### src/design/periodic_tick_event_table_unit_macros.svh
// Assertion shorthands shared by the event table RTL.
// Each one samples on aclk and is off while aresetn is low.
`ifndef PERIODIC_TICK_EVENT_TABLE_UNIT_MACROS_SVH
`define PERIODIC_TICK_EVENT_TABLE_UNIT_MACROS_SVH

// Condition that holds at every edge
`define PTET_ASSERT_ALWAYS(label, expr, msg) \
    label: assert property (@(posedge aclk) disable iff (!aresetn) (expr)) else $error(msg);

// Consequence in the same cycle
`define PTET_ASSERT_IMPLIES(label, ante, cons, msg) \
    label: assert property (@(posedge aclk) disable iff (!aresetn) (ante) |-> (cons)) \
        else $error(msg);

// Consequence in the next cycle
`define PTET_ASSERT_NEXT(label, ante, cons, msg) \
    label: assert property (@(posedge aclk) disable iff (!aresetn) (ante) |=> (cons)) \
        else $error(msg);

`endif

### src/design/ptet_pkg.sv
package ptet_pkg;

    // Field widths
    localparam int TICK_W   = 32;
    localparam int ID_W     = 16;
    localparam int PERIOD_W = 16;
    localparam int KIND_W   = 2;
    localparam int DIV_CNT_W = $clog2(TICK_W);
    localparam logic [DIV_CNT_W-1:0] DIV_LAST = DIV_CNT_W'(TICK_W - 1);

    // Input commands
    typedef enum logic [1:0] {
        CMD_TICK      = 2'd0,
        CMD_INSTALL   = 2'd1,
        CMD_CHANGE    = 2'd2,
        CMD_UNINSTALL = 2'd3
    } cmd_t;

    // Result kinds
    localparam logic [KIND_W-1:0] KIND_FIRED     = 2'd0;
    localparam logic [KIND_W-1:0] KIND_INSTALLED = 2'd1;
    localparam logic [KIND_W-1:0] KIND_FULL      = 2'd2;

    // One table entry as stored in the slot RAM
    typedef struct packed {
        logic [ID_W-1:0]     ident;
        logic [PERIOD_W-1:0] period;
    } slot_t;

    // Source of the result loaded into the output register
    typedef enum logic [1:0] {
        OUT_PEND_MID,
        OUT_PEND_LAST,
        OUT_INSTALLED,
        OUT_FULL
    } out_sel_t;

    typedef enum logic [3:0] {
        ST_IDLE,
        ST_DISPATCH,
        ST_T_RD,
        ST_T_LOAD,
        ST_T_DIV,
        ST_T_CHECK,
        ST_EMIT_MID,
        ST_FLUSH,
        ST_INSTALL,
        ST_F_RD,
        ST_F_CHK,
        ST_S_RD,
        ST_S_WR
    } state_t;

    // Controller to datapath
    typedef struct packed {
        logic     latch_in;
        logic     tick_inc;
        logic     idx_clear;
        logic     idx_inc;
        logic     rd_en;
        logic     rd_next;
        logic     div_start;
        logic     div_step;
        logic     pend_set;
        logic     pend_clear;
        logic     out_load;
        out_sel_t out_sel;
        logic     wr_append;
        logic     wr_change;
        logic     wr_shift;
        logic     count_dec;
    } ctrl_cmd_t;

    // Datapath to controller
    typedef struct packed {
        cmd_t in_cmd;
        logic idx_at_end;
        logic idx_last;
        logic table_full;
        logic div_done;
        logic rem_zero;
        logic period_zero;
        logic id_match;
        logic pend_valid;
        logic out_free;
    } dp_status_t;

endpackage

### src/design/periodic_tick_event_table_unit.sv
// Periodic tick event table.
// Input channel s_*: one transaction per command. s_tuser carries the command
// (tick, install, change interval, uninstall), s_tdata the target id and the
// interval. Result channel m_*: m_tuser is the event kind, m_tdata the slot id,
// m_tlast marks the final result of a command.
// One command is processed at a time; s_tready is high only while idle.
// A tick walks the occupied slots in table order, reading each from the slot
// RAM and computing the tick count modulo its interval with a bit-serial
// remainder unit; slots with a zero interval are skipped. A tick can also wait
// on the result channel. Install appends a slot unless the table is full;
// change and uninstall search the table slot by slot, and uninstall then
// moves each later slot down by one place.
// A fired slot is held back until the next one is found or the walk ends, so
// that the last result can be marked.
// Reset clears the tick count, the id counter, the slot count and the output
// valid; slot RAM contents are not cleared. When the receiver stalls, the
// result stays in the output register and the walk waits for it to drain.
module periodic_tick_event_table_unit #(
    parameter int MAX_SLOTS = 8
) (
    input  logic        aclk,
    input  logic        aresetn,
    input  logic        s_tvalid,
    output logic        s_tready,
    input  logic [31:0] s_tdata,   // [15:0] target_id, [31:16] interval
    input  logic [1:0]  s_tuser,   // [1:0] command
    output logic        m_tvalid,
    input  logic        m_tready,
    output logic [15:0] m_tdata,   // [15:0] slot_id_out
    output logic [1:0]  m_tuser,   // [1:0] event_kind
    output logic        m_tlast
);

    import ptet_pkg::*;

    ctrl_cmd_t  cmd;
    dp_status_t stat;

    ptet_ctrl u_ctrl (
        .aclk     (aclk),
        .aresetn  (aresetn),
        .s_tvalid (s_tvalid),
        .s_tready (s_tready),
        .cmd      (cmd),
        .stat     (stat)
    );

    ptet_datapath #(
        .MAX_SLOTS (MAX_SLOTS)
    ) u_datapath (
        .aclk     (aclk),
        .aresetn  (aresetn),
        .s_tuser  (s_tuser),
        .s_tdata  (s_tdata),
        .m_tvalid (m_tvalid),
        .m_tready (m_tready),
        .m_tdata  (m_tdata),
        .m_tuser  (m_tuser),
        .m_tlast  (m_tlast),
        .cmd      (cmd),
        .stat     (stat)
    );

endmodule

### src/design/ptet_ram.sv
module ptet_ram #(
    parameter int WIDTH = 32,
    parameter int DEPTH = 8
) (
    input  logic                                    aclk,
    input  logic                                    wr_en,
    input  logic [((DEPTH > 1) ? $clog2(DEPTH) : 1)-1:0] wr_addr,
    input  logic [WIDTH-1:0]                        wr_data,
    input  logic                                    rd_en,
    input  logic [((DEPTH > 1) ? $clog2(DEPTH) : 1)-1:0] rd_addr,
    output logic [WIDTH-1:0]                        rd_data
);

    logic [WIDTH-1:0] mem_reg [DEPTH];
    logic [WIDTH-1:0] rd_data_reg;

    // Write port
    always_ff @(posedge aclk) begin
        if (wr_en) begin
            mem_reg[wr_addr] <= wr_data;
        end
    end

    // Registered read port, holds while idle
    always_ff @(posedge aclk) begin
        if (rd_en) begin
            rd_data_reg <= mem_reg[rd_addr];
        end
    end

    assign rd_data = rd_data_reg;

endmodule

### src/design/ptet_ctrl.sv
module ptet_ctrl (
    input  logic                 aclk,
    input  logic                 aresetn,
    input  logic                 s_tvalid,
    output logic                 s_tready,
    output ptet_pkg::ctrl_cmd_t  cmd,
    input  ptet_pkg::dp_status_t stat
);

    import ptet_pkg::*;

    state_t state_reg;
    state_t state_next;

    // State register
    always_ff @(posedge aclk) begin
        if (!aresetn) begin
            state_reg <= ST_IDLE;
        end else begin
            state_reg <= state_next;
        end
    end

    assign s_tready = (state_reg == ST_IDLE);

    // Next state and commands
    always_comb begin
        state_next = state_reg;
        cmd        = '0;
        cmd.out_sel = OUT_PEND_MID;
        case (state_reg)
            ST_IDLE: begin
                if (s_tvalid) begin
                    cmd.latch_in = 1'b1;
                    state_next   = ST_DISPATCH;
                end
            end
            ST_DISPATCH: begin
                case (stat.in_cmd)
                    CMD_TICK: begin
                        cmd.tick_inc   = 1'b1;
                        cmd.idx_clear  = 1'b1;
                        cmd.pend_clear = 1'b1;
                        state_next     = ST_T_RD;
                    end
                    CMD_INSTALL: begin
                        state_next = ST_INSTALL;
                    end
                    default: begin
                        cmd.idx_clear = 1'b1;
                        state_next    = ST_F_RD;
                    end
                endcase
            end
            // Walk the table, one slot per remainder
            ST_T_RD: begin
                if (stat.idx_at_end) begin
                    state_next = ST_FLUSH;
                end else begin
                    cmd.rd_en  = 1'b1;
                    state_next = ST_T_LOAD;
                end
            end
            ST_T_LOAD: begin
                if (stat.period_zero) begin
                    cmd.idx_inc = 1'b1;
                    state_next  = ST_T_RD;
                end else begin
                    cmd.div_start = 1'b1;
                    state_next    = ST_T_DIV;
                end
            end
            ST_T_DIV: begin
                cmd.div_step = 1'b1;
                if (stat.div_done) begin
                    state_next = ST_T_CHECK;
                end
            end
            ST_T_CHECK: begin
                if (stat.rem_zero && stat.pend_valid) begin
                    state_next = ST_EMIT_MID;
                end else begin
                    cmd.pend_set = stat.rem_zero;
                    cmd.idx_inc  = 1'b1;
                    state_next   = ST_T_RD;
                end
            end
            // Release the held result, keep the new one back for last marking
            ST_EMIT_MID: begin
                if (stat.out_free) begin
                    cmd.out_load = 1'b1;
                    cmd.out_sel  = OUT_PEND_MID;
                    cmd.pend_set = 1'b1;
                    cmd.idx_inc  = 1'b1;
                    state_next   = ST_T_RD;
                end
            end
            ST_FLUSH: begin
                if (!stat.pend_valid) begin
                    state_next = ST_IDLE;
                end else if (stat.out_free) begin
                    cmd.out_load   = 1'b1;
                    cmd.out_sel    = OUT_PEND_LAST;
                    cmd.pend_clear = 1'b1;
                    state_next     = ST_IDLE;
                end
            end
            ST_INSTALL: begin
                if (stat.out_free) begin
                    cmd.out_load = 1'b1;
                    if (stat.table_full) begin
                        cmd.out_sel = OUT_FULL;
                    end else begin
                        cmd.out_sel   = OUT_INSTALLED;
                        cmd.wr_append = 1'b1;
                    end
                    state_next = ST_IDLE;
                end
            end
            // Search for the first slot with the target id
            ST_F_RD: begin
                if (stat.idx_at_end) begin
                    state_next = ST_IDLE;
                end else begin
                    cmd.rd_en  = 1'b1;
                    state_next = ST_F_CHK;
                end
            end
            ST_F_CHK: begin
                if (!stat.id_match) begin
                    cmd.idx_inc = 1'b1;
                    state_next  = ST_F_RD;
                end else if (stat.in_cmd == CMD_CHANGE) begin
                    cmd.wr_change = 1'b1;
                    state_next    = ST_IDLE;
                end else begin
                    state_next = ST_S_RD;
                end
            end
            // Close up the table behind the removed slot
            ST_S_RD: begin
                if (stat.idx_last) begin
                    cmd.count_dec = 1'b1;
                    state_next    = ST_IDLE;
                end else begin
                    cmd.rd_en   = 1'b1;
                    cmd.rd_next = 1'b1;
                    state_next  = ST_S_WR;
                end
            end
            ST_S_WR: begin
                cmd.wr_shift = 1'b1;
                cmd.idx_inc  = 1'b1;
                state_next   = ST_S_RD;
            end
            default: begin
                state_next = ST_IDLE;
            end
        endcase
    end

endmodule

### src/design/ptet_datapath.sv
`include "periodic_tick_event_table_unit_macros.svh"

module ptet_datapath #(
    parameter int MAX_SLOTS = 8
) (
    input  logic                  aclk,
    input  logic                  aresetn,
    input  logic [1:0]            s_tuser,
    input  logic [31:0]           s_tdata,
    output logic                  m_tvalid,
    input  logic                  m_tready,
    output logic [15:0]           m_tdata,
    output logic [1:0]            m_tuser,
    output logic                  m_tlast,
    input  ptet_pkg::ctrl_cmd_t   cmd,
    output ptet_pkg::dp_status_t  stat
);

    import ptet_pkg::*;

    localparam int IW = (MAX_SLOTS > 1) ? $clog2(MAX_SLOTS) : 1;
    localparam int CW = $clog2(MAX_SLOTS + 1);
    localparam logic [CW-1:0] COUNT_MAX = CW'(MAX_SLOTS);

    // Latched transaction
    cmd_t                cmd_reg;
    logic [ID_W-1:0]     target_reg;
    logic [PERIOD_W-1:0] interval_reg;

    // Table state
    logic [TICK_W-1:0]   tick_count_reg;
    logic [ID_W-1:0]     next_id_reg;
    logic [CW-1:0]       slot_count_reg;
    logic [CW-1:0]       idx_reg;
    logic [CW-1:0]       idx_plus1;

    // Remainder unit
    logic [TICK_W-1:0]   dividend_reg;
    logic [PERIOD_W-1:0] divisor_reg;
    logic [PERIOD_W-1:0] rem_reg;
    logic [DIV_CNT_W-1:0] div_cnt_reg;
    logic [PERIOD_W:0]   rem_shift;
    logic [PERIOD_W:0]   rem_diff;

    // Fired slot held back until the next one or the end of the walk
    logic                pend_valid_reg;
    logic [ID_W-1:0]     pend_id_reg;

    // Output register
    logic                m_tvalid_reg;
    logic [ID_W-1:0]     out_id_reg;
    logic [KIND_W-1:0]   out_kind_reg;
    logic                out_last_reg;
    logic                out_free;

    // RAM ports
    logic                ram_wr_en;
    logic [IW-1:0]       ram_wr_addr;
    slot_t               ram_wr_data;
    logic [IW-1:0]       ram_rd_addr;
    slot_t               ram_rd_data;

    assign idx_plus1 = idx_reg + CW'(1);
    assign out_free  = !m_tvalid_reg || m_tready;

    // Capture the accepted transaction
    always_ff @(posedge aclk) begin
        if (cmd.latch_in) begin
            cmd_reg      <= cmd_t'(s_tuser);
            target_reg   <= s_tdata[15:0];
            interval_reg <= s_tdata[31:16];
        end
    end

    // Counters and table occupancy
    always_ff @(posedge aclk) begin
        if (!aresetn) begin
            tick_count_reg <= '0;
            next_id_reg    <= '0;
            slot_count_reg <= '0;
            idx_reg        <= '0;
        end else begin
            if (cmd.tick_inc) begin
                tick_count_reg <= tick_count_reg + TICK_W'(1);
            end
            if (cmd.wr_append) begin
                next_id_reg    <= next_id_reg + ID_W'(1);
                slot_count_reg <= slot_count_reg + CW'(1);
            end else if (cmd.count_dec) begin
                slot_count_reg <= slot_count_reg - CW'(1);
            end
            if (cmd.idx_clear) begin
                idx_reg <= '0;
            end else if (cmd.idx_inc) begin
                idx_reg <= idx_plus1;
            end
        end
    end

    // Slot RAM write mux
    always_comb begin
        ram_wr_en   = cmd.wr_append || cmd.wr_change || cmd.wr_shift;
        ram_wr_addr = idx_reg[IW-1:0];
        ram_wr_data = ram_rd_data;
        if (cmd.wr_append) begin
            ram_wr_addr        = slot_count_reg[IW-1:0];
            ram_wr_data.ident  = next_id_reg;
            ram_wr_data.period = interval_reg;
        end else if (cmd.wr_change) begin
            ram_wr_data.period = interval_reg;
        end
    end

    assign ram_rd_addr = cmd.rd_next ? idx_plus1[IW-1:0] : idx_reg[IW-1:0];

    ptet_ram #(
        .WIDTH ($bits(slot_t)),
        .DEPTH (MAX_SLOTS)
    ) u_slot_ram (
        .aclk    (aclk),
        .wr_en   (ram_wr_en),
        .wr_addr (ram_wr_addr),
        .wr_data (ram_wr_data),
        .rd_en   (cmd.rd_en),
        .rd_addr (ram_rd_addr),
        .rd_data (ram_rd_data)
    );

    // Restoring remainder, one dividend bit per cycle
    assign rem_shift = {rem_reg, dividend_reg[TICK_W-1]};
    assign rem_diff  = rem_shift - {1'b0, divisor_reg};

    always_ff @(posedge aclk) begin
        if (cmd.div_start) begin
            dividend_reg <= tick_count_reg;
            divisor_reg  <= ram_rd_data.period;
            rem_reg      <= '0;
            div_cnt_reg  <= '0;
        end else if (cmd.div_step) begin
            dividend_reg <= {dividend_reg[TICK_W-2:0], 1'b0};
            div_cnt_reg  <= div_cnt_reg + DIV_CNT_W'(1);
            if (!rem_diff[PERIOD_W]) begin
                rem_reg <= rem_diff[PERIOD_W-1:0];
            end else begin
                rem_reg <= rem_shift[PERIOD_W-1:0];
            end
        end
    end

    // Held fired slot
    always_ff @(posedge aclk) begin
        if (!aresetn) begin
            pend_valid_reg <= 1'b0;
        end else if (cmd.pend_set) begin
            pend_valid_reg <= 1'b1;
        end else if (cmd.pend_clear) begin
            pend_valid_reg <= 1'b0;
        end
    end

    always_ff @(posedge aclk) begin
        if (cmd.pend_set) begin
            pend_id_reg <= ram_rd_data.ident;
        end
    end

    // Output register: load a result or drop it once taken
    always_ff @(posedge aclk) begin
        if (!aresetn) begin
            m_tvalid_reg <= 1'b0;
        end else if (cmd.out_load) begin
            m_tvalid_reg <= 1'b1;
        end else if (m_tready) begin
            m_tvalid_reg <= 1'b0;
        end
    end

    always_ff @(posedge aclk) begin
        if (cmd.out_load) begin
            case (cmd.out_sel)
                OUT_PEND_MID: begin
                    out_kind_reg <= KIND_FIRED;
                    out_id_reg   <= pend_id_reg;
                    out_last_reg <= 1'b0;
                end
                OUT_PEND_LAST: begin
                    out_kind_reg <= KIND_FIRED;
                    out_id_reg   <= pend_id_reg;
                    out_last_reg <= 1'b1;
                end
                OUT_INSTALLED: begin
                    out_kind_reg <= KIND_INSTALLED;
                    out_id_reg   <= next_id_reg;
                    out_last_reg <= 1'b1;
                end
                default: begin
                    out_kind_reg <= KIND_FULL;
                    out_id_reg   <= '0;
                    out_last_reg <= 1'b1;
                end
            endcase
        end
    end

    assign m_tvalid = m_tvalid_reg;
    assign m_tdata  = out_id_reg;
    assign m_tuser  = out_kind_reg;
    assign m_tlast  = out_last_reg;

    // Status back to the controller
    always_comb begin
        stat.in_cmd      = cmd_reg;
        stat.idx_at_end  = (idx_reg == slot_count_reg);
        stat.idx_last    = (idx_plus1 == slot_count_reg);
        stat.table_full  = (slot_count_reg == COUNT_MAX);
        stat.div_done    = (div_cnt_reg == DIV_LAST);
        stat.rem_zero    = (rem_reg == '0);
        stat.period_zero = (ram_rd_data.period == '0);
        stat.id_match    = (ram_rd_data.ident == target_reg);
        stat.pend_valid  = pend_valid_reg;
        stat.out_free    = out_free;
    end

    `PTET_ASSERT_ALWAYS(a_count_bound, slot_count_reg <= COUNT_MAX, "slot count above table size")
    `PTET_ASSERT_IMPLIES(a_no_append_full, cmd.wr_append, slot_count_reg != COUNT_MAX, "append into full table")
    `PTET_ASSERT_IMPLIES(a_no_overwrite, cmd.out_load, out_free, "result overwritten before taken")
    `PTET_ASSERT_NEXT(a_rem_below_div, cmd.div_start || cmd.div_step, rem_reg < divisor_reg, "remainder not below interval")

endmodule
### config.mk
export PLATFORM = sky130hd
export DESIGN_NAME = periodic_tick_event_table_unit
export DESIGN_NICKNAME = d
export VERILOG_FILES = /design/src/design/ptet_pkg.sv /design/src/design/periodic_tick_event_table_unit.sv /design/src/design/ptet_ram.sv /design/src/design/ptet_ctrl.sv /design/src/design/ptet_datapath.sv
export VERILOG_INCLUDE_DIRS = /design/src /design/src/design
export SDC_FILE = /design/constraint.sdc
export NUM_CORES = 1
export LEC_CHECK = 0
export BUFFER_PORTS_ARGS = -buffer_cell sky130_fd_sc_hd__buf_2
export CAP_MARGIN = 30
export CORE_MARGIN = 10
export CORE_UTILIZATION = 60
export DETAILED_ROUTE_END_ITERATION = 7
export PLACE_DENSITY = 0.77
export SLEW_MARGIN = 10
export SYNTH_ARGS = -nofsm -noshare
export SYNTH_HDL_FRONTEND = slang
export SYNTH_HIERARCHICAL = 1
export SYNTH_SLANG_ARGS = --single-unit
### constraint.sdc
create_clock -name aclk -period 14.23 [get_ports aclk]
set_input_delay 2.846 -clock aclk [delete_from_list [all_inputs] [get_ports aclk]]
set_output_delay 2.846 -clock aclk [all_outputs]
set_load 0.01 [all_outputs]
==> flow_summary.toml, run 1 <==
[status]
run_status = "finished, final reports clean"

[placement]
routabilityCongestion = 0.819
portBuffers = 58
post-place-ws_ns = 7.76
dp.final_hpwl_um = 24700

[global_route]
grt_pass1_wl_um = 65100
overflow = 0
grt_antenna_before_repair = 0
groute.usage.overall_pct = 19.9
vias_in_the_first_global_route = 11300
maximum_number_of_pins_on_one_net_before_global_route_repair = 77

[logic_synthesis]
synth-async-reset-ratio_pct = 0
synth.lib_cells_used.distinct = 71
yosys_warnings = 6
dominantRegCellSynth = "sky130_fd_sc_hd__edfxtp_1"
postSynthRegisterBits = 488
syn_area_per_cell_um2 = 15.8
post_syn_nets = 1386
synth-edff-count = 405
synth.cell_area_um2 = 20900
synth_cells = 1323
synth.yosys.seq_area_share_pct = 66.2

[finish]
fraction_of_layout_instances_using_a_drive_strength_above_1_pct = 22.3
most-common-layout-cells = "sky130_fd_sc_hd__edfxtp_1, sky130_fd_sc_hd__mux2_2, sky130_fd_sc_hd__dfxtp_1"
syn_to_final_growth_pct = 12.3
layout.core_utilization_pct = 68.0
num_antenna_cells = 0
finish.net_count = 1462
layout.cells.most_common = "sky130_fd_sc_hd__edfxtp_1"
max_ffs_per_register = 256

[sta]
holdWs_ns = 0.493
report.final.hold_viol_count = 0
fin_skew_ns = 0.0307
min_period_over_period_pct = 37.2
period_needed_ns = 5.30
fin_ws_ns = 8.93
setup_violations = 0
final.setup.tns_ns = 0
max_slew.worst_pin.slew_ns = 0.967
timing_max_transition_violations_final = 0
peak_clock_frequency_supported_by_timing_mhz = 189
timing.slew.headroom_pct = 35.0
unrepaired_setup_endpoints_after_global_routing = "no"

[die]
initial_utilization_pct = 60.6
fp.dieH_um = 207
num_rows = 68
floorplan.die_area_um2 = 42600
floorplan.io_pins = 59
die-width_um = 207
core_area_um2 = 34500

[routing]
post_drt_via_cell_ratio = 5.91
drt_initial_violations = 1014
drt_drc_violations_left = 0
drtPass1Iterations = 4
detail-route-antenna-nets = 0
routed-via-count = 11200
detail_route.wl_per_cell_um = 21.7
drt_wl_total_um = 41200

[clock_tree]
clock-sinks = 488
root_buf_cell = "sky130_fd_sc_hd__clkbuf_16"
clkLatencyLatePin_ns = 0.60
cts_post_setup_buffers_inserted = 0
cts_made_buffers = 49
postCtsResizedCells = 0
clockBufferDepth = 3
clk_pin_slew_ns = 0.06
htree_levels = 2
cts.hold.buffers_added = 0
tritoncts = "done"

[critical_path]
crit_path_end_kind = "register"
worstPathArrival_ns = 5.55
ff_to_ff_setup_slack_ns = 9.91
r2r_cells = 11
critPathRequiredTime_ns = 14.48
startpoint_type = "input pin"
critPathMaxFanout = 18
type_of_the_worst_setup_path = "in2reg"

[power_and_ir_drop]
totalPowerFinal_mw = 3.82
ir_drop_v = 0.000112
p_leak_nw = 8.00
pd_cells_nw_per_um2 = 163

[hold_path]
hold_path_depth = 0
hold_class = "reg2reg"

[run]
maxCapViolations = 0
cells by family (layout without fill, tap and decap cells):
| logic type | count (synthesis) | after routing | share of synthesized area (%) |
|---|---|---|---|
| flops | 488 | 488 | 66.2 |
| fa+ha+maj | 25 | 25 | 1.57 |
| buf+inv | 104 | 221 | 2.36 |
| mux | 178 | 178 | 13.7 |
| compound gates | 120 | 120 | 3.74 |
| xor+xnor | 89 | 89 | 3.82 |
| simple gates | 319 | 319 | 8.57 |
area by class of cell:
cell class | count | area, µm²
sequential | 488 | 13800
fill | 2295 | 11000
multi-input combinational | 731 | 6660
clock buffer | 66 | 1410
tap | 455 | 569
timing repair buffer | 83 | 523
clock inverter | 26 | 268
inverter | 46 | 173
metal layers:
layer / track usage (%) / wire (µm) / share of wire, %
met4: 6.52 / 901 / 2.2
met1: 26.4 / 17100 / 41
met3: 3.45 / 2450 / 5.9
met2: 32.9 / 20800 / 50
met5: 0 / 0 / 0
path summary, 6_finish.rpt:
| path | startpoint | endpoint |
|---|---|---|
| hold / removal | u_datapath/u_slot_ram/rd_data[5]$_DFFE_PP_ | u_datapath/divisor_reg[5]$_DFFE_PP_ |
| hold reg to reg | u_datapath/u_slot_ram/rd_data[5]$_DFFE_PP_ | u_datapath/divisor_reg[5]$_DFFE_PP_ |
| setup / recovery | m_tready | u_datapath/u_slot_ram/mem_reg[5][0]$_DFFE_PP_ |
| setup reg to reg | u_datapath/idx_reg[0]$_SDFFE_PP0P_ | u_datapath/u_slot_ram/rd_data[31]$_DFFE_PP_ |
synth_stat cells (13+ instances only):
library cell | count | share of area, %
sky130_fd_sc_hd__ha_1 | 23 | 1.4
sky130_fd_sc_hd__nand4_1 | 17 | 0.51
sky130_fd_sc_hd__edfxtp_1 | 405 | 58
sky130_fd_sc_hd__mux4_2 | 24 | 2.6
sky130_fd_sc_hd__nand3b_1 | 19 | 0.68
sky130_fd_sc_hd__nor3_1 | 16 | 0.38
sky130_fd_sc_hd__mux4_1 | 40 | 5.0
sky130_fd_sc_hd__inv_1 | 45 | 0.81
sky130_fd_sc_hd__nand3_1 | 15 | 0.36
sky130_fd_sc_hd__xor2_1 | 30 | 1.3
sky130_fd_sc_hd__mux2_2 | 100 | 5.4
sky130_fd_sc_hd__a21oi_1 | 21 | 0.50
sky130_fd_sc_hd__nor2b_1 | 17 | 0.51
sky130_fd_sc_hd__clkbuf_1 | 25 | 0.45
sky130_fd_sc_hd__nor2_1 | 57 | 1.0
sky130_fd_sc_hd__xnor2_1 | 58 | 2.4
sky130_fd_sc_hd__dfxtp_1 | 83 | 8.0
sky130_fd_sc_hd__nand2b_1 | 19 | 0.57
sky130_fd_sc_hd__o21ai_0 | 35 | 0.84
sky130_fd_sc_hd__a211oi_1 | 13 | 0.47
sky130_fd_sc_hd__and3_1 | 15 | 0.45
sky130_fd_sc_hd__nand2_1 | 51 | 0.92
sky130_fd_sc_hd__and2_1 | 43 | 1.3
sky130_fd_sc_hd__mux2i_1 | 14 | 0.67
power by group:
part	switching, mW	internal (mW)	leakage (nW)
sequential	0.0910	1.73	4.34
combinational	0.388	0.295	2.83
clock	0.536	0.775	0.830
total	1.02	2.80	8.00
worst max-delay path, stage by stage:
cell and delay (ns):
sky130_fd_sc_hd__buf_2 0.08, sky130_fd_sc_hd__nand2b_1 0.28, sky130_fd_sc_hd__and2_1 0.35, sky130_fd_sc_hd__and2b_1 0.33, sky130_fd_sc_hd__mux2_2 0.43, sky130_fd_sc_hd__nand2b_1 0.25
sky130_fd_sc_hd__nor2_4 0.53, sky130_fd_sc_hd__buf_4 0.43
per-stage QoR:
| stage | area (µm²) | std cells |
|---|---|---|
| after floorplan | 20900 | 1323 |
| after global placement | 21700 | 1796 |
| after detailed placement | 21700 | 1798 |
| after CTS | 23400 | 1890 |
| after global routing | 23400 | 1895 |
| final | 23400 | 1895 |
Note: power is estimated with default switching activity, not from simulation.
==> inputs of run 2 (changes only) <==
--- a/config.mk
+++ b/config.mk
@@ -6,6 +6,7 @@
 export SDC_FILE = /design/constraint.sdc
 export NUM_CORES = 1
 export LEC_CHECK = 0
+export ABC_AREA = 1
 export BUFFER_PORTS_ARGS = -buffer_cell sky130_fd_sc_hd__buf_2
 export CAP_MARGIN = 30
 export CORE_MARGIN = 10
==> constraint.sdc (replaced) <==
create_clock -name aclk -period 4.99 [get_ports aclk]
set_input_delay 0.998 -clock aclk [delete_from_list [all_inputs] [get_ports aclk]]
set_output_delay 0.998 -clock aclk [all_outputs]
set_load 0.01 [all_outputs]
==> run 2 against run 1 <==
  * Sequential share of layout area is 3.8 points lower
  * Cell area is 6.9% higher
  * Critical path depth is 5 higher
  * Synthesized area is 8.1% higher
  * Clock power grew to 2.8 times the previous value
  * Count of clock-buffer cells in the layout is 1 higher
  * Die area is 7.3% higher
  * Synthesized cell count is 83% higher
  * Non-clock buffer count is 12 higher
  * Global-route usage is 2.7 points higher
  * First-iteration DRC count is 57% higher
  * Register-to-register slack worse by 8.8 ns
  * Largest power group unchanged
  * Highest routed layer unchanged
==> flow_summary.toml, run 2 <==
[finish]
max_ffs_per_register = 256
syn_to_final_growth_pct = 11.1
most-common-layout-cells = "sky130_fd_sc_hd__nand2_1, sky130_fd_sc_hd__inv_1, sky130_fd_sc_hd__edfxtp_1"
layout.cells.most_common = "sky130_fd_sc_hd__nand2_1"
num_antenna_cells = 0
fill_cells = 2742
stdcell_area_um2 = 25000
fraction_of_layout_instances_using_a_drive_strength_above_1_pct = 9.63
finish.net_count = 2560

[logic_synthesis]
synth_top_family_by_area = "simple AND/OR/NAND/NOR gates"
synth_cells = 2427
synthMostInstantiatedCell = "sky130_fd_sc_hd__nand2_1"
dominantRegCellSynth = "sky130_fd_sc_hd__edfxtp_1"
synth.cell_area_um2 = 22600
synth.lib_cells_used.distinct = 43
synth.yosys.seq_area_share_pct = 61.3
area_fraction_in_and_or_nand_and_nor_cells_after_synthesis_pct = 21.8
synth_xor_xnor_area_share_pct = 1.55
synth_top_cell_by_area = "sky130_fd_sc_hd__edfxtp_1"
synth-compound-area-share_pct = 3.52
synth_commonest_cells = "sky130_fd_sc_hd__nand2_1, sky130_fd_sc_hd__inv_1, sky130_fd_sc_hd__edfxtp_1, sky130_fd_sc_hd__nand3_1, sky130_fd_sc_hd__nor2_1"
synth_top_cells_by_area = "sky130_fd_sc_hd__edfxtp_1, sky130_fd_sc_hd__nand2_1, sky130_fd_sc_hd__dfxtp_1"
yosysTopAreaCellShare_pct = 53.9
synth-async-reset-ratio_pct = 0
synth-edff-count = 405
post_synth_fa_ha_maj_area_fraction_pct = 1.45
syn_area_per_cell_um2 = 9.29
postSynthRegisterBits = 488
post_syn_nets = 2490
yosys_warnings = 6
multiplexer_fraction_of_the_synthesized_cell_area_pct = 0.799

[power_and_ir_drop]
p_leak_nw = 10.9
power.internal_mw = 7.50
ir_drop_v = 0.000330
sw_frac_of_total_pct = 28.4
seqPwrFrac_pct = 48.7
comb_power_share_pct = 16.9
pd_cells_nw_per_um2 = 418
power_frac_clock_pct = 34.5
switchingPower_mw = 2.98

[global_route]
grt_antenna_before_repair = 0
vias_in_the_first_global_route = 16000
overflow = 0
grt_pass1_wl_um = 81500
groute.usage.overall_pct = 22.6
maximum_number_of_pins_on_one_net_before_global_route_repair = 85

[sta]
report.final.hold_viol_count = 0
fin_skew_ns = 0.0179
final.setup.tns_ns = 0
unrepaired_setup_endpoints_after_global_routing = "no"
max_slew.worst_pin.slew_ns = 0.927
period_needed_ns = 3.84
fin_ws_ns = 1.15
timing_max_transition_violations_final = 0
min_period_over_period_pct = 76.9
peak_clock_frequency_supported_by_timing_mhz = 261
timing.slew.headroom_pct = 37.6
setup_violations = 0

[placement]
routabilityCongestion = 0.908
post-place-ws_ns = 1.19
portBuffers = 58
dp.final_hpwl_um = 33200
area_after_detailed_placement_um2 = 23400

[clock_tree]
clock-sinks = 488
clockBufferDepth = 3
clkLatencyLatePin_ns = 0.60
postCtsResizedCells = 0
cts_made_buffers = 50
clk_pin_slew_ns = 0.06
htree_levels = 2
cts.hold.buffers_added = 0
tritoncts = "done"
cts_post_setup_buffers_inserted = 0
root_buf_cell = "sky130_fd_sc_hd__clkbuf_16"

[die]
die-width_um = 214
floorplan.die_area_um2 = 45700
fp.dieH_um = 214
core_area_um2 = 36900
initial_utilization_pct = 61.2
floorplan.io_pins = 59
num_rows = 70

[status]
run_status = "finished, final reports clean"

[run]
maxCapViolations = 0

[routing]
routed-via-count = 16300
detail-route-antenna-nets = 0
detail_route.wl_per_cell_um = 16.9
post_drt_via_cell_ratio = 5.36
drt_initial_violations = 1590
drtPass1Iterations = 5
drt_drc_violations_left = 0
drt_wl_total_um = 51400

[hold_path]
hold_class = "reg2reg"

[critical_path]
timing.critical_path.buf_inv = 2
critPathMaxFanout = 18
type_of_the_worst_setup_path = "reg2reg"
crit_chain = "xnor2_1 > nand3_1 > nor3_1 > nand2_1 > nor4_1 > nand3_1 > nor2_1 > nor2_2 > buf_4 > nand2_1 > nand2_1 > nor2_4 > buf_4"
path_common_cell = "sky130_fd_sc_hd__nand2_1"
cpMaxStageDelayCell = "sky130_fd_sc_hd__nor2_4"
largest_stage_delay_on_the_critical_path_ns = 0.63
critPathRequiredTime_ns = 5.29
crit_path_end_kind = "register"
startpoint_type = "register"
worstPathArrival_ns = 4.14
path_delay_family = "simple AND/OR/NAND/NOR gates"
-- run 2: cell types whose count changed after synthesis, moves of 42 or more --
| cell | delta |
|---|---|
| sky130_fd_sc_hd__nand2_1 | +730 |
| sky130_fd_sc_hd__inv_1 | +395 |
| sky130_fd_sc_hd__nand3_1 | +176 |
| sky130_fd_sc_hd__mux2_2 | -84 |
| sky130_fd_sc_hd__o21ai_0 | +48 |
| sky130_fd_sc_hd__nor2_1 | +42 |
| sky130_fd_sc_hd__xnor2_1 | -42 |
-- run 2: cell families (layout without fill, tap and decap cells) --
| logic type | Yosys count | in the layout |
|---|---|---|
| adder cells (fa/ha/maj) | 25 | 25 |
| XOR/XNOR | 40 | 40 |
| AO/OA/AOI/OAI | 149 | 149 |
| buffers and inverters | 532 | 640 |
| AND/OR/NAND/NOR | 1177 | 1177 |
| flip-flops | 488 | 488 |
| multiplexers | 16 | 16 |
-- run 2: through the flow --
stage | power, mW | hold WS, ns | cells | utilization (%)
after global routing | 10.9 | 0.453 | 3039 | 67.9
after CTS | 10.5 | 0.449 | 3034 | 67.8
after floorplan | 6.34 | 0.426 | 2427 | -
after detailed placement | 6.91 | 0.435 | 2944 | 63.5
final | 10.5 | 0.450 | 3039 | 67.9
after global placement | 6.83 | 0.431 | 2941 | 63.4
-- run 2: power by group through the flow --
stage | Clock [mW] | Sequential [mW] | Combinational (mW)
3_3_place_gp | 0 | 5.17 | 1.66
3_5_place_dp | 0 | 5.18 | 1.73
6_report | 3.61 | 5.10 | 1.77
4_1_cts | 3.67 | 5.10 | 1.74
2_1_floorplan | 0 | 5.14 | 1.20
5_1_grt | 3.83 | 5.13 | 1.97
-- run 2: worst reg2reg max path: stages, from the launching register on --
cell	delay, ns
sky130_fd_sc_hd__edfxtp_1	0.43
sky130_fd_sc_hd__xnor2_1	0.24
sky130_fd_sc_hd__nand3_1	0.09
sky130_fd_sc_hd__nor3_1	0.15
sky130_fd_sc_hd__nand2_1	0.11
sky130_fd_sc_hd__nor4_1	0.62
sky130_fd_sc_hd__nand3_1	0.19
sky130_fd_sc_hd__nor2_1	0.16
sky130_fd_sc_hd__nor2_2	0.04
sky130_fd_sc_hd__buf_4	0.22
sky130_fd_sc_hd__nand2_1	0.12
sky130_fd_sc_hd__nand2_1	0.24
sky130_fd_sc_hd__nor2_4	0.63
sky130_fd_sc_hd__buf_4	0.31
-- run 2: area by class of cell --
class | instances | area (µm²) | area share (%)
Inverter | 455 | 1710 | 6.82
Tap cell | 504 | 631 | 2.52
Clock buffer | 67 | 1340 | 5.33
Clock inverter | 23 | 248 | 0.989
Sequential cell | 488 | 13800 | 55.2
Multi-Input combinational cell | 1407 | 6690 | 26.7
Timing Repair Buffer | 95 | 616 | 2.46
-- run 2: worst paths after layout --
check                                                            startpoint                                              to  slack, ns  depth (start not counted)
worst max-delay path            u_datapath/u_slot_ram/rd_data[26]$_DFFE_PP_  u_datapath/u_slot_ram/mem_reg[5][30]$_DFFE_PP_       1.15                         13
worst min-delay path            u_datapath/u_slot_ram/rd_data[22]$_DFFE_PP_             u_datapath/pend_id_reg[6]$_DFFE_PP_       0.45                          0
worst max register to register  u_datapath/u_slot_ram/rd_data[26]$_DFFE_PP_  u_datapath/u_slot_ram/mem_reg[5][30]$_DFFE_PP_       1.15                         13
worst min register to register  u_datapath/u_slot_ram/rd_data[22]$_DFFE_PP_             u_datapath/pend_id_reg[6]$_DFFE_PP_       0.45                          0
-- run 2: metal layers --
metal	share of wire [%]	GRT usage [%]	vias to the layer above
met4	3.0	9.56	0
met1	41	29.1	7636
met3	7.9	3.27	107
li1	-	-	7892
met5	0	0	-
met2	48	37.6	639
==> inputs of run 3 (changes only) <==
--- a/config.mk
+++ b/config.mk
@@ -6,13 +6,13 @@
 export SDC_FILE = /design/constraint.sdc
 export NUM_CORES = 1
 export LEC_CHECK = 0
-export ABC_AREA = 1
+export ABC_AREA = 0
 export BUFFER_PORTS_ARGS = -buffer_cell sky130_fd_sc_hd__buf_2
 export CAP_MARGIN = 30
 export CORE_MARGIN = 10
-export CORE_UTILIZATION = 60
+export CORE_UTILIZATION = 56
 export DETAILED_ROUTE_END_ITERATION = 7
-export PLACE_DENSITY = 0.77
+export PLACE_DENSITY = 0.76
 export SLEW_MARGIN = 10
 export SYNTH_ARGS = -nofsm -noshare
 export SYNTH_HDL_FRONTEND = slang
==> constraint.sdc (replaced) <==
create_clock -name aclk -period 3.29 [get_ports aclk]
set_input_delay 0.658 -clock aclk [delete_from_list [all_inputs] [get_ports aclk]]
set_output_delay 0.658 -clock aclk [all_outputs]
set_load 0.01 [all_outputs]
==> run 3 against run 2 <==
  * Sequential share of layout area grew 2.5 points
  * Die area shrank 0.77%
  * Sequential power grew 53%
  * Register-to-register slack lost 1.0 ns
  * Count of clock-buffer cells in the layout shrank 10
  * Sequential cell count is the same
  * First-iteration DRC count shrank 39%
  * Critical endpoint is now u_datapath/u_slot_ram/rd_data[19]$_DFFE_PP_
==> flow_summary.toml, run 3 (synthesis results as in run 1) <==
[clock_tree]
cts.hold.buffers_added = 0
clock-sinks = 488
clk_pin_slew_ns = 0.06
cts_made_buffers = 50
cts_post_setup_buffers_inserted = 0
clockBufferDepth = 3
tritoncts = "done"
postCtsResizedCells = 1
root_buf_cell = "sky130_fd_sc_hd__clkbuf_16"
clkLatencyLatePin_ns = 0.58
htree_levels = 2

[finish]
layout.cells.most_common = "sky130_fd_sc_hd__edfxtp_1"
finish.net_count = 1509
fraction_of_layout_instances_using_a_drive_strength_above_1_pct = 24.6
max_ffs_per_register = 256
syn_to_final_growth_pct = 14.9
num_antenna_cells = 0
most-common-layout-cells = "sky130_fd_sc_hd__edfxtp_1, sky130_fd_sc_hd__mux2_2, sky130_fd_sc_hd__dfxtp_1"
layout.core_utilization_pct = 65.3
stdcell_count = 1954
stdcell_area_um2 = 24000

[critical_path]
cpMaxStageDelayCell = "sky130_fd_sc_hd__mux4_1"
startpoint_type = "register"
largest_stage_delay_on_the_critical_path_ns = 0.59
crit_chain = "ha_1 > xnor2_1 > nand2_1 > nor3_1 > nor3_2 > xor2_4 > buf_12 > buf_12 > mux4_1 > mux2_2"
critical_path.startpoint = "u_datapath/idx_reg[0]$_SDFFE_PP0P_"
crit_path_end_kind = "register"
critPathRequiredTime_ns = 3.61
type_of_the_worst_setup_path = "reg2reg"
path_common_cell = "sky130_fd_sc_hd__buf_12"
worstPathArrival_ns = 3.46
rr_startpoint = "u_datapath/idx_reg[0]$_SDFFE_PP0P_"
critPathMaxFanout = 18

[routing]
drt_wl_total_um = 42100
drtPass1Iterations = 5
detail_route.wl_per_cell_um = 21.6
detail-route-antenna-nets = 0
drt_drc_violations_left = 0
routed-via-count = 11400
post_drt_via_cell_ratio = 5.85
drt_initial_violations = 972

[placement]
routabilityCongestion = 0.846
area_after_detailed_placement_um2 = 22300
place.detailed.instances = 1862
dp.final_hpwl_um = 27000
portBuffers = 58

[die]
core_area_um2 = 36700
die-width_um = 213
num_rows = 70
floorplan.io_pins = 59
fp.dieH_um = 213
initial_utilization_pct = 56.9
floorplan.die_area_um2 = 45400

[global_route]
grt_antenna_before_repair = 1
overflow = 0
groute.usage.overall_pct = 19.0
vias_in_the_first_global_route = 11500
maximum_number_of_pins_on_one_net_before_global_route_repair = 65
grt_pass1_wl_um = 66200

[sta]
timing.slew.headroom_pct = 45.4
min_period_over_period_pct = 95.4
peak_clock_frequency_supported_by_timing_mhz = 318
unrepaired_setup_endpoints_after_global_routing = "no"
max_slew.worst_pin.slew_ns = 0.820
period_needed_ns = 3.14
timing_max_transition_violations_final = 0
setup_violations = 0
report.final.hold_viol_count = 0
fin_skew_ns = 0.0197

[power_and_ir_drop]
ir_drop_v = 0.000467
p_leak_nw = 8.27
pd_cells_nw_per_um2 = 697

[hold_path]
launch_instance_of_the_worst_min_delay_path = "s_tdata[21]"
hold_class = "in2reg"

[status]
run_status = "finished, final reports clean"

[run]
maxCapViolations = 0
## run 3: final timing paths
check,endpoint,slack [ns],cells after the start
min reg2reg,u_datapath/divisor_reg[1]$_DFFE_PP_,0.47,0
min,u_datapath/interval_reg[5]$_DFFE_PP_,0.25,1
max reg2reg,u_datapath/u_slot_ram/rd_data[19]$_DFFE_PP_,0.15,10
max,u_datapath/u_slot_ram/rd_data[19]$_DFFE_PP_,0.15,10
## run 3: cell type report
type	count	area, µm²
inverters	46	173
multi-input cells	731	6680
fillers	2471	12700
repair buffers	129	1060
flip-flops and latches	488	13800
clock inverters	35	305
well taps	468	586
clock buffers	57	1340
## run 3: worst max-delay path, delay by kind of cell (launching register included)
kind / cells / cell delay (ns)
xor+xnor: 2 / 0.36
fa+ha+maj: 1 / 0.32
buf+inv: 2 / 0.39
flops: 1 / 0.32
mux: 2 / 0.87
simple gates: 3 / 0.60
## run 3: where the power goes
part	total (mW)	switching (mW)	internal, mW
clock	5.66	2.34	3.32
combinational	3.22	1.82	1.40
sequential	7.82	0.316	7.50
total	16.7	4.48	12.2
## run 3: stage by stage
stage,TNS [ns],power (mW),setup slack (ns),hold WS (ns)
final,0,16.7,0.150,0.250
after global routing,0,17.4,0.0246,0.229
after CTS,0,16.8,0.133,0.213
after detailed placement,-1.32,11.2,-0.0775,0.460
after global placement,0,11.0,0.0534,0.465
after floorplan,-1.11,10.2,-0.0277,0.444
## run 3: routing by layer
metal / wire, µm / track usage, % / part of all wire (%) / vias up
met4: 1050 / 6.45 / 2.5 / 0
met1: 17900 / 25.3 / 42 / 5722
met5: 0 / 0 / 0 / -
met3: 2560 / 3.83 / 6.1 / 78
met2: 20700 / 30.8 / 49 / 308
li1: - / - / - / 5319
